### src/hdl/rlt_pkg.sv
// ---------------------------------------------------------------------------
// rlt_pkg
// Shared constants, codes and controller/datapath interface types for the
// ratio learning table.
// ---------------------------------------------------------------------------
package rlt_pkg;

  localparam int SLOTS        = 16;
  localparam int IDX_W        = (SLOTS > 1) ? $clog2(SLOTS) : 1;
  localparam int CNT_W        = $clog2(SLOTS + 1);

  localparam int RATIO_W      = 20;
  localparam int WIDTH_W      = 16;
  localparam int TOL_W        = 16;
  localparam int VERDICT_W    = 2;
  localparam int SLOT_INDEX_W = 4;

  // floor(x / 100) for 16-bit x as (x * 83887) >> 23, exact over the range
  localparam int DIV_MUL_W    = 17;
  localparam logic [DIV_MUL_W-1:0] DIV_MUL = 17'd83887;
  localparam int DIV_SHIFT    = 23;
  localparam int Q_W          = WIDTH_W + DIV_MUL_W - DIV_SHIFT;

  // APB register map
  localparam int PADDR_W      = 3;
  localparam int PDATA_W      = 32;
  localparam logic REG_RATIO_TOLERANCE = 1'b0;
  localparam logic [TOL_W-1:0] TOL_RESET = 16'd50;

  typedef enum logic [VERDICT_W-1:0] {
    VERDICT_NEW       = 2'd0,
    VERDICT_SAME      = 2'd1,
    VERDICT_CONFIRMED = 2'd2,
    VERDICT_NO_SLOT   = 2'd3
  } verdict_t;

  typedef struct packed {
    logic load;     // latch the request, start reading slot 0
    logic scan;     // step the read address
    logic capture;  // hold the matching slot
    logic alloc;    // end of scan without a match
    logic update;   // write back the matched slot
    logic publish;  // move the pending answer to the output register
  } ctrl_cmd_t;

  typedef struct packed {
    logic match;    // slot under compare is filled and both ratios match
    logic last;     // slot under compare is the last filled one (or none)
  } dp_status_t;

endpackage

### src/hdl/rlt_ctrl.sv
// ---------------------------------------------------------------------------
// rlt_ctrl
// Sequencer for one request: scan, evaluate the hit, hand over the answer.
// ---------------------------------------------------------------------------
module rlt_ctrl import rlt_pkg::*; (
  input  logic       clk,
  input  logic       rst,
  input  logic       in_valid,
  output logic       in_ready,
  output logic       out_valid,
  input  logic       out_ready,
  input  dp_status_t status,
  output ctrl_cmd_t  cmd
);

  typedef enum logic [3:0] {
    S_IDLE = 4'b0001,
    S_SCAN = 4'b0010,
    S_EVAL = 4'b0100,
    S_RESP = 4'b1000
  } state_t;

  state_t state, state_next;
  logic   out_valid_next;

  assign in_ready = (state == S_IDLE);

  always_comb begin
    state_next = state;
    cmd        = '0;
    case (state)
      S_IDLE: begin
        if (in_valid) begin
          cmd.load   = 1'b1;
          state_next = S_SCAN;
        end
      end
      S_SCAN: begin
        cmd.scan = 1'b1;
        if (status.match) begin
          cmd.capture = 1'b1;
          state_next  = S_EVAL;
        end else if (status.last) begin
          cmd.alloc  = 1'b1;
          state_next = S_RESP;
        end
      end
      S_EVAL: begin
        cmd.update = 1'b1;
        state_next = S_RESP;
      end
      S_RESP: begin
        // wait until the output register is free
        if (!out_valid || out_ready) begin
          cmd.publish = 1'b1;
          state_next  = S_IDLE;
        end
      end
      default: begin
        state_next = S_IDLE;
      end
    endcase
  end

  always_comb begin
    out_valid_next = out_valid;
    if (cmd.publish) begin
      out_valid_next = 1'b1;
    end else if (out_ready) begin
      out_valid_next = 1'b0;
    end
  end

  always_ff @(posedge clk) begin
    if (rst) begin
      state     <= S_IDLE;
      out_valid <= 1'b0;
    end else begin
      state     <= state_next;
      out_valid <= out_valid_next;
    end
  end

endmodule

### src/hdl/rlt_dp.sv
// ---------------------------------------------------------------------------
// rlt_dp
// Slot memories, ratio compare, width check and the answer registers.
// ---------------------------------------------------------------------------
module rlt_dp import rlt_pkg::*; (
  input  logic                    clk,
  input  logic                    rst,
  input  ctrl_cmd_t               cmd,
  output dp_status_t              status,
  input  logic [TOL_W-1:0]        tolerance,
  input  logic [RATIO_W-1:0]      ratio_w,
  input  logic [RATIO_W-1:0]      ratio_h,
  input  logic [WIDTH_W-1:0]      internal_width,
  output logic [VERDICT_W-1:0]    verdict,
  output logic [SLOT_INDEX_W-1:0] slot_index
);

  function automatic logic within_ratio(input logic [RATIO_W-1:0] a,
                                        input logic [RATIO_W-1:0] b,
                                        input logic [TOL_W-1:0]   tol);
    logic [RATIO_W-1:0] d;
    d = (a > b) ? (a - b) : (b - a);
    return d <= RATIO_W'(tol);
  endfunction

  // request
  logic [RATIO_W-1:0] obs_w, obs_h;
  logic [WIDTH_W-1:0] obs_iw;

  // slot stores: {ratio_w, ratio_h} and {confirmed, last_width}
  logic [2*RATIO_W-1:0] ratio_mem [SLOTS];
  logic [WIDTH_W:0]     width_mem [SLOTS];
  logic [2*RATIO_W-1:0] rd_ratio;
  logic [WIDTH_W:0]     rd_width;

  logic [IDX_W-1:0] scan_idx, scan_idx_next, cmp_idx;
  logic [CNT_W-1:0] slot_count;

  logic [IDX_W-1:0]   hit_idx;
  logic               hit_conf;
  logic [WIDTH_W-1:0] hit_lw;
  logic [Q_W-1:0]     hit_q;

  verdict_t         pend_verdict;
  logic [IDX_W-1:0] pend_idx;

  logic                       in_table, full, width_ok;
  logic [WIDTH_W+DIV_MUL_W-1:0] lw_prod;
  logic [WIDTH_W-1:0]         wdiff, wlimit;
  logic                       ratio_we, width_we;
  logic [IDX_W-1:0]           width_waddr;
  logic [WIDTH_W:0]           width_wdata;
  logic [IDX_W-1:0]           alloc_idx;

  assign in_table  = CNT_W'(cmp_idx) < slot_count;
  assign full      = (slot_count == CNT_W'(SLOTS));
  assign alloc_idx = slot_count[IDX_W-1:0];

  assign status.match = in_table
                      && within_ratio(obs_w, rd_ratio[2*RATIO_W-1:RATIO_W], tolerance)
                      && within_ratio(obs_h, rd_ratio[RATIO_W-1:0], tolerance);
  assign status.last  = (CNT_W'(cmp_idx) + CNT_W'(1)) >= slot_count;

  // last_width / 100 by reciprocal
  assign lw_prod = rd_width[WIDTH_W-1:0] * DIV_MUL;

  assign wdiff    = (obs_iw > hit_lw) ? (obs_iw - hit_lw) : (hit_lw - obs_iw);
  assign wlimit   = WIDTH_W'(hit_q) + WIDTH_W'(1);
  assign width_ok = wdiff <= wlimit;

  assign ratio_we    = cmd.alloc && !full;
  assign width_we    = ratio_we || cmd.update;
  assign width_waddr = cmd.update ? hit_idx : alloc_idx;
  assign width_wdata = {cmd.update && (hit_conf || !width_ok), obs_iw};

  always_comb begin
    scan_idx_next = '0;
    if (cmd.load) begin
      scan_idx_next = IDX_W'(1);
    end else if (cmd.scan) begin
      scan_idx_next = scan_idx + IDX_W'(1);
    end
  end

  always_ff @(posedge clk) begin
    if (ratio_we) begin
      ratio_mem[alloc_idx] <= {obs_w, obs_h};
    end
    if (width_we) begin
      width_mem[width_waddr] <= width_wdata;
    end
    rd_ratio <= ratio_mem[scan_idx];
    rd_width <= width_mem[scan_idx];
    cmp_idx  <= scan_idx;
  end

  always_ff @(posedge clk) begin
    if (rst) begin
      scan_idx   <= '0;
      slot_count <= '0;
    end else begin
      scan_idx <= scan_idx_next;
      if (ratio_we) begin
        slot_count <= slot_count + CNT_W'(1);
      end
    end
  end

  always_ff @(posedge clk) begin
    if (cmd.load) begin
      obs_w  <= ratio_w;
      obs_h  <= ratio_h;
      obs_iw <= internal_width;
    end
    if (cmd.capture) begin
      hit_idx  <= cmp_idx;
      hit_conf <= rd_width[WIDTH_W];
      hit_lw   <= rd_width[WIDTH_W-1:0];
      hit_q    <= lw_prod[DIV_SHIFT+Q_W-1:DIV_SHIFT];
    end
    if (cmd.alloc) begin
      if (full) begin
        pend_verdict <= VERDICT_NO_SLOT;
        pend_idx     <= '0;
      end else begin
        pend_verdict <= VERDICT_NEW;
        pend_idx     <= alloc_idx;
      end
    end
    if (cmd.update) begin
      pend_idx <= hit_idx;
      if (hit_conf || !width_ok) begin
        pend_verdict <= VERDICT_CONFIRMED;
      end else begin
        pend_verdict <= VERDICT_SAME;
      end
    end
    if (cmd.publish) begin
      verdict    <= pend_verdict;
      slot_index <= SLOT_INDEX_W'(pend_idx);
    end
  end

endmodule

### src/hdl/ratio_learning_table_unit.sv
// ---------------------------------------------------------------------------
// ratio_learning_table_unit
// Learns display ratio slots and classifies each observation against them.
//
//   channel  direction  handshake           payload
//   in       request    in_valid/in_ready   ratio_w, ratio_h, internal_width
//   out      result     out_valid/out_ready verdict, slot_index
//   cfg      APB write  psel/penable/pwrite paddr, pwdata (prdata on read)
//
// A request goes through load, the slot scan, an evaluate step on a hit and the
// response step. The scan reads up to the matching slot, or every filled slot (at
// least one) on a miss, one slot per cycle from the slot memory.
// Reset clears the slot count and the tolerance (to 50); no clearing pass.
// A new request is taken while a finished result still waits on out_ready.
// ---------------------------------------------------------------------------
module ratio_learning_table_unit import rlt_pkg::*; (
  input  logic                    clk,
  input  logic                    rst,
  input  logic                    in_valid,
  output logic                    in_ready,
  input  logic [RATIO_W-1:0]      ratio_w,
  input  logic [RATIO_W-1:0]      ratio_h,
  input  logic [WIDTH_W-1:0]      internal_width,
  output logic                    out_valid,
  input  logic                    out_ready,
  output logic [VERDICT_W-1:0]    verdict,
  output logic [SLOT_INDEX_W-1:0] slot_index,
  input  logic                    psel,
  input  logic                    penable,
  input  logic                    pwrite,
  input  logic [PADDR_W-1:0]      paddr,
  input  logic [PDATA_W-1:0]      pwdata,
  output logic [PDATA_W-1:0]      prdata,
  output logic                    pready
);

  logic [TOL_W-1:0] ratio_tolerance;
  logic             reg_sel;
  ctrl_cmd_t        cmd;
  dp_status_t       status;

  assign pready  = 1'b1;
  assign reg_sel = (paddr[PADDR_W-1:2] == REG_RATIO_TOLERANCE);
  assign prdata  = reg_sel ? PDATA_W'(ratio_tolerance) : '0;

  always_ff @(posedge clk) begin
    if (rst) begin
      ratio_tolerance <= TOL_RESET;
    end else if (psel && penable && pwrite && pready && reg_sel) begin
      ratio_tolerance <= pwdata[TOL_W-1:0];
    end
  end

  rlt_ctrl u_ctrl (
    .clk       (clk),
    .rst       (rst),
    .in_valid  (in_valid),
    .in_ready  (in_ready),
    .out_valid (out_valid),
    .out_ready (out_ready),
    .status    (status),
    .cmd       (cmd)
  );

  rlt_dp u_dp (
    .clk            (clk),
    .rst            (rst),
    .cmd            (cmd),
    .status         (status),
    .tolerance      (ratio_tolerance),
    .ratio_w        (ratio_w),
    .ratio_h        (ratio_h),
    .internal_width (internal_width),
    .verdict        (verdict),
    .slot_index     (slot_index)
  );

endmodule

### config.mk
export PLATFORM = sky130hd
export DESIGN_NAME = ratio_learning_table_unit
export DESIGN_NICKNAME = d
export VERILOG_FILES = /design/src/hdl/rlt_pkg.sv /design/src/hdl/rlt_ctrl.sv /design/src/hdl/rlt_dp.sv /design/src/hdl/ratio_learning_table_unit.sv
export SDC_FILE = /design/constraint.sdc
export NUM_CORES = 2
export LEC_CHECK = 0
export ABC_CLOCK_PERIOD_IN_PS = 7300
export BUFFER_PORTS_ARGS = -buffer_cell sky130_fd_sc_hd__buf_2
export CAP_MARGIN = 15
export CORE_ASPECT_RATIO = 0.5
export CORE_MARGIN = 5
export CORE_UTILIZATION = 45
export CTS_BUF_LIST = sky130_fd_sc_hd__clkbuf_8 sky130_fd_sc_hd__clkbuf_16
export CTS_CLUSTER_DIAMETER = 40
export CTS_CLUSTER_SIZE = 10
export DETAILED_ROUTE_END_ITERATION = 6
export PLACE_DENSITY = 0.74
export SLEW_MARGIN = 25
export SYNTH_ARGS = -nofsm -noshare
export SYNTH_HDL_FRONTEND = slang
export SYNTH_HIERARCHICAL = 1
export SYNTH_SLANG_ARGS = --single-unit
### constraint.sdc
create_clock -name clk -period 7.3 [get_ports clk]
set_input_delay 0.73 -clock clk [delete_from_list [all_inputs] [get_ports clk]]
set_output_delay 0.73 -clock clk [all_outputs]
set_load 0.02 [all_outputs]
### Yosys cells after proc, flatten, opt, wreduce, memory -nomap -nowiden

Memory sizes are Yosys's and may differ from the RTL's. A register that Yosys moved wholly into a read port is not among the register bits.
Index checks and enable logic that the tools add are counted.

| operators by class | value |
|---|---|
| add/subtract/negate cells | 10 |
| $mul | 1 |
| div/mod/pow operators | 0 |
| magnitude comparators | 8 |
| equality and inequality tests | 8 |
| shift operators | 0 |
| mux-type cells | 34 |
| bitwise operators | 2 |
| reductions and logical operators | 17 |

Operator list:

| cell | number |
|---|---|
| 20-bit subtractor | 4 |
| 20-bit > comparator | 2 |
| 20-bit by 16-bit less-or-equal comparator with 1-bit output | 2 |
| 20-bit 2-to-1 mux | 2 |
| 16-bit by 17-bit multiplier with 33-bit output, second input constant | 1 |
| 16-bit 2-to-1 mux | 2 |
| 4-bit 2-to-1 mux | 8 |
| 16-bit subtractor | 2 |
| 16-bit > comparator | 1 |
| 16-bit less-or-equal comparator | 1 |
| 1-bit 2-to-1 mux | 16 |
| 4-bit case mux with 4 select lines | 1 |
| 10-bit by 1-bit adder with 11-bit output, second input constant | 1 |
| 2-bit 2-to-1 mux | 4 |
| 1-bit logical AND | 7 |
| 4-bit by 1-bit adder with 5-bit output, second input constant | 1 |
| 5-bit by 1-bit adder with 5-bit output, second input constant | 1 |
| 5-bit == test, second input constant | 1 |
| 5-bit greater-or-equal comparator | 1 |
| 4-bit by 5-bit less-than comparator with 1-bit output | 1 |
| 4-bit by 1-bit adder with 4-bit output, second input constant | 1 |
| 4-bit by 1-bit == test with 1-bit output, second input constant | 1 |
| 4-bit by 2-bit == test with 1-bit output, second input constant | 1 |
| 4-bit by 3-bit == test with 1-bit output, second input constant | 1 |
| other kinds (11) | 17 |

| storage, ports and cells | value |
|---|---|
| register bits | 133 |
| latch bits | 0 |
| RAM bits | 912 |
| bits in read-only memories | 0 |
| word-level logic and storage cells | 100 |
| memories | 2 |

Memory list:

| name | depth | width | read ports | clocked after memory_dff | write ports | line | text |
|---|---|---|---|---|---|---|---|
| u_dp.ratio_mem | 16 | 40 | 1 | 1 | 1 | rlt_dp.sv:31 | `logic [2*RATIO_W-1:0] ratio_mem [SLOTS];` |
| u_dp.width_mem | 16 | 17 | 1 | 1 | 1 | rlt_dp.sv:32 | `logic [WIDTH_W:0] width_mem [SLOTS];` |

### Longest topological paths before layout

| logic depth | value |
|---|---|
| depth after elaboration | 11 |
| depth in mapped cells | 31 |
| gate-level depth less buffers | 28 |

### Hierarchy

Netlist, hierarchy kept.

By module, submodules not included:

| module | times used | cells an instance | area an instance (um^2) | sequential area each (um^2) |
|---|---|---|---|---|
| rlt_dp | 1 | 3071 | 50967.6 | 31760.5 |
| ratio_learning_table_unit | 1 | 106 | 972.2 | 320.3 |
| rlt_ctrl | 1 | 35 | 311.5 | 100.1 |

### Least setup slack after synthesis

Ideal clock, no wire load.

| timing path | value |
|---|---|
| path kind | register to register |
| start point | register u_dp.obs_h[0] |
| end point | memory u_dp/ratio_mem[15][0] (netlist name) (enable) |
| library setup time | 440 ps |
| data arrival time | 6575 ps |
| data required time | 6860 ps |
| setup slack | 285 ps |
| cell stages (with the launch flop) | 27 |
| path buffers | 2 |
| period minus slack after synthesis | 7015 ps |
| path through | edfxtp_1 > inv_1 > ha_1 > inv_1 > fa_1 > a21o_1 > a2111o_1 > a2111oi_2 > o21ai_1 > o211a_2 > nand2_2 > buf_6 > mux2i_1 > xor2_1 > ha_1 > o21ai_0 > o21ai_0 > o211ai_1 > o211ai_1 > a211oi_1 > and3_1 > a41oi_1 > nor4_1 > and3b_2 > clkbuf_1 > nand2_1 > nor2_1 |

RTL lines:

| item | line | text |
|---|---|---|
| start: declaration | rlt_dp.sv:27 | `logic [RATIO_W-1:0] obs_w, obs_h;` |
| start signal: assignment | rlt_dp.sv:112 | `obs_h <= ratio_h;` |
| end: declaration | rlt_dp.sv:31 |  |

==> flow_metrics.env <==
export IMPL_dp_hpwl_um=76000
export IMPL_final_cell_area_um2=60100
export IMPL_synth_cell_types=92
export IMPL_timing_setup_tns_ns=0
export IMPL_period_minus_slack_ns=7.07
export IMPL_grt_start_max_net_pins=164
export IMPL_fin_cells=5093
export IMPL_yosys_cell_count_top_type="edfxtp_1"
export IMPL_dr_pass1_iters=7
export IMPL_slowest_stage="a2111o_1"
export IMPL_die_h_um=251
export IMPL_antenna_found_initial=1
export IMPL_root_buffer="clkbuf_16"
export IMPL_power_density_nw_per_um2=287
export IMPL_numCtsBuffers=140
export IMPL_totalPowerFinal_w=0.0172
export IMPL_io_pins=139
export IMPL_ctsHtreeMaxLevel=4
export IMPL_leakage_nw=21.8
export IMPL_port_buffers=103
export IMPL_critPathKind="reg2reg"
export IMPL_violations="design-rule violations"
export IMPL_worst_hold_slack_ns=0.145
export IMPL_setup_viol=0
export IMPL_critPathArrivalTime_ns=7.55
export IMPL_peakVddDrop_mv=0.271
export IMPL_yosysTopAreaCell="edfxtp_1"
export IMPL_rows=88
export IMPL_vias=28900
export IMPL_hold_path_class="in2reg"
export IMPL_cts_sinks=1102
export IMPL_synth_area_um2=52300
export IMPL_avgSynthCellArea_um2=16.3
export IMPL_cpMostUsedCell="a21oi_1"
export IMPL_relSlewSlack=0.191
export IMPL_slowest_delay_ns=0.51
export IMPL_n_fill_cell=8980
export IMPL_die_area_um2=123000
export IMPL_fin_skew_ns=0.0401
export IMPL_dpl_cell_count=4828
export IMPL_max_freq_mhz=142
export IMPL_antenna_left=0
export IMPL_drc=2
export IMPL_period_share=0.968
export IMPL_drv_cap=0
export IMPL_netlist_area_leader_share=0.581
export IMPL_cts_hold_buf=0
export IMPL_dr_first_iter_drc_count=2517
export IMPL_grt_pass1_wl_um=183000
export IMPL_synth_common_cells="edfxtp_1 (1,011), inv_1 (334), ha_1 (301)"
export IMPL_viasPerCell=5.68
export IMPL_area_growth_syn_to_layout_pct=14.9
export IMPL_ys_seq_elements=1102
export IMPL_ys_async_sr_fraction=0
export IMPL_ys_flop_type="edfxtp_1"
export IMPL_syn_inst=3212
export IMPL_end_kind="flop"
export IMPL_place_congestion=0.919
export IMPL_insertion_delay_ns=0.76
export IMPL_cts_tree="yes"
export IMPL_drv_slew=0
export IMPL_worst_pin_slew_ns=1.21
export IMPL_initial_utilization=0.453
export IMPL_hold_viol_final=0
export IMPL_grt_overflow=0
export IMPL_synth_edf_count=1011
export IMPL_synth_area_leaders="edfxtp_1 (58%), mux4_2 (12%), ha_1 (7.2%)"
export IMPL_nets=3956
export IMPL_grt_total_usage=0.194
export IMPL_die_x_um=492
export IMPL_ys_seq_area_frac=0.616
export IMPL_clk_pin_slew_ns=0.05
export IMPL_drive_gt1_frac=0.216
export IMPL_clock_path_buffers=3
export IMPL_critPathLaunchType="flop"
export IMPL_yosysWarningCount=6
export IMPL_core_um2=115000
export IMPL_critical_path_required_ns=7.79
export IMPL_crit_fanout=13
export IMPL_grt_pass1_vias=29800
export IMPL_status="finished, violations left"
export IMPL_routed_wl_um=120000
export IMPL_postPlaceCellArea_um2=55400
export IMPL_routedWlPerCell_um=23.6
where the power goes:
group	total, W	internal [W]	switching, W	leakage [nW]
registers	0.00716	0.00705	0.000115	9.89
clock network	0.00632	0.00367	0.00265	2.34
logic	0.00372	0.00163	0.00209	9.58
total	0.0172	0.0123	0.00486	21.8
routing by layer:
layer,vias to the layer above,track usage,wire length [µm]
li1,12700,-,-
met1,14900,0.265,50400
met2,1067,0.323,59200
met3,186,0.0333,7880
met4,0,0.0543,2590
met5,-,0,0
kinds of logic (layout without fill, tap and decap cells):
logic type / Yosys count / count (layout) / share of synthesized area
adders and majority gates: 404 / 404 / 0.112
buffers and inverters: 467 / 802 / 0.0363
xor gates and xnor gates: 70 / 70 / 0.0117
muxes: 336 / 336 / 0.133
AOI/OAI and AO/OA: 385 / 385 / 0.0478
other: 2 / 18 / 0.000144
and+or+nand+nor: 446 / 446 / 0.0437
DFF: 1102 / 1102 / 0.616
flip-flops by register name, indices dropped and copies added, names as in the netlist:
register / flops
u_dp/hit_lw: 16
u_dp/obs_h: 20
u_dp/scan_idx: 4
u_dp/rd_ratio: 40
u_dp/obs_iw: 16
u_dp/slot_count: 5
u_dp/verdict: 2
u_dp/ratio_mem: 640
u_ctrl/state: 4
u_dp/pend_verdict: 2
u_dp/obs_w: 20
u_dp/hit_q: 10
u_dp/slot_index: 4
u_dp/hit_idx: 4
u_dp/cmp_idx: 4
u_dp/width_mem: 272
u_dp/rd_width: 17
u_ctrl/out_valid: 1
u_dp/hit_conf: 1
ratio_tolerance: 16
u_dp/pend_idx: 4
final cells by class:
| class | instances | area, µm² | area share |
|---|---|---|---|
| Antenna cell | 1 | 2.50 | 0.0000417 |
| Clock buffer | 141 | 3520 | 0.0586 |
| Clock inverter | 109 | 811 | 0.0135 |
| Inverter | 334 | 1250 | 0.0209 |
| Multi-Input combinational cell | 1658 | 18500 | 0.308 |
| Sequential cell | 1102 | 32200 | 0.536 |
| Tap cell | 1530 | 1910 | 0.0319 |
| Timing Repair Buffer | 218 | 1860 | 0.0309 |
cell usage in the layout (no fill, tap or decap), types with 76 or more instances in the layout:
| cell type | instances |
|---|---|
| clkbuf_16 | 140 |
| mux4_2 | 285 |
| fa_1 | 103 |
| buf_4 | 76 |
| inv_1 | 404 |
| edfxtp_1 | 1011 |
| nor2_1 | 91 |
| dfxtp_1 | 87 |
| a21oi_1 | 128 |
| buf_2 | 103 |
| nand2_1 | 88 |
| ha_1 | 301 |
worst paths after layout:
path	from	end	slack (ns)	cells past startpoint
min reg2reg	u_dp/rd_width[16]	u_dp/hit_conf	0.40	0
max reg2reg	u_dp/obs_h[0]	u_dp/width_mem[1][0]	0.23	30
max	u_dp/obs_h[0]	u_dp/width_mem[1][0]	0.23	30
min	ratio_w[10]	u_dp/obs_w[10]	0.15	1
per-stage QoR:
stage	setup WS [ns]	util
floorplan	0.285	-
global placement	0.131	0.480
detailed placement	-0.0455	0.481
CTS	0.0260	0.518
global route	-0.0310	0.521
finish	0.233	0.521
critical path, delay by kind of cell (launching register included):
family	cells	cell delay (ns)
DFF	1	0.39
muxes	1	0.35
buffers and inverters	5	0.72
and+or+nand+nor	10	1.99
xor gates and xnor gates	1	0.14
adders and majority gates	3	0.90
AOI/OAI and AO/OA	10	2.29
what timing repair did:
item / in CTS / in global routing
endpoints found under the setup margin: 68 / 913
setup buffers: 0 / 14
pin swaps: 0 / 7
resized for setup: 2 / 12
Note: power is estimated with default switching activity, not from simulation.
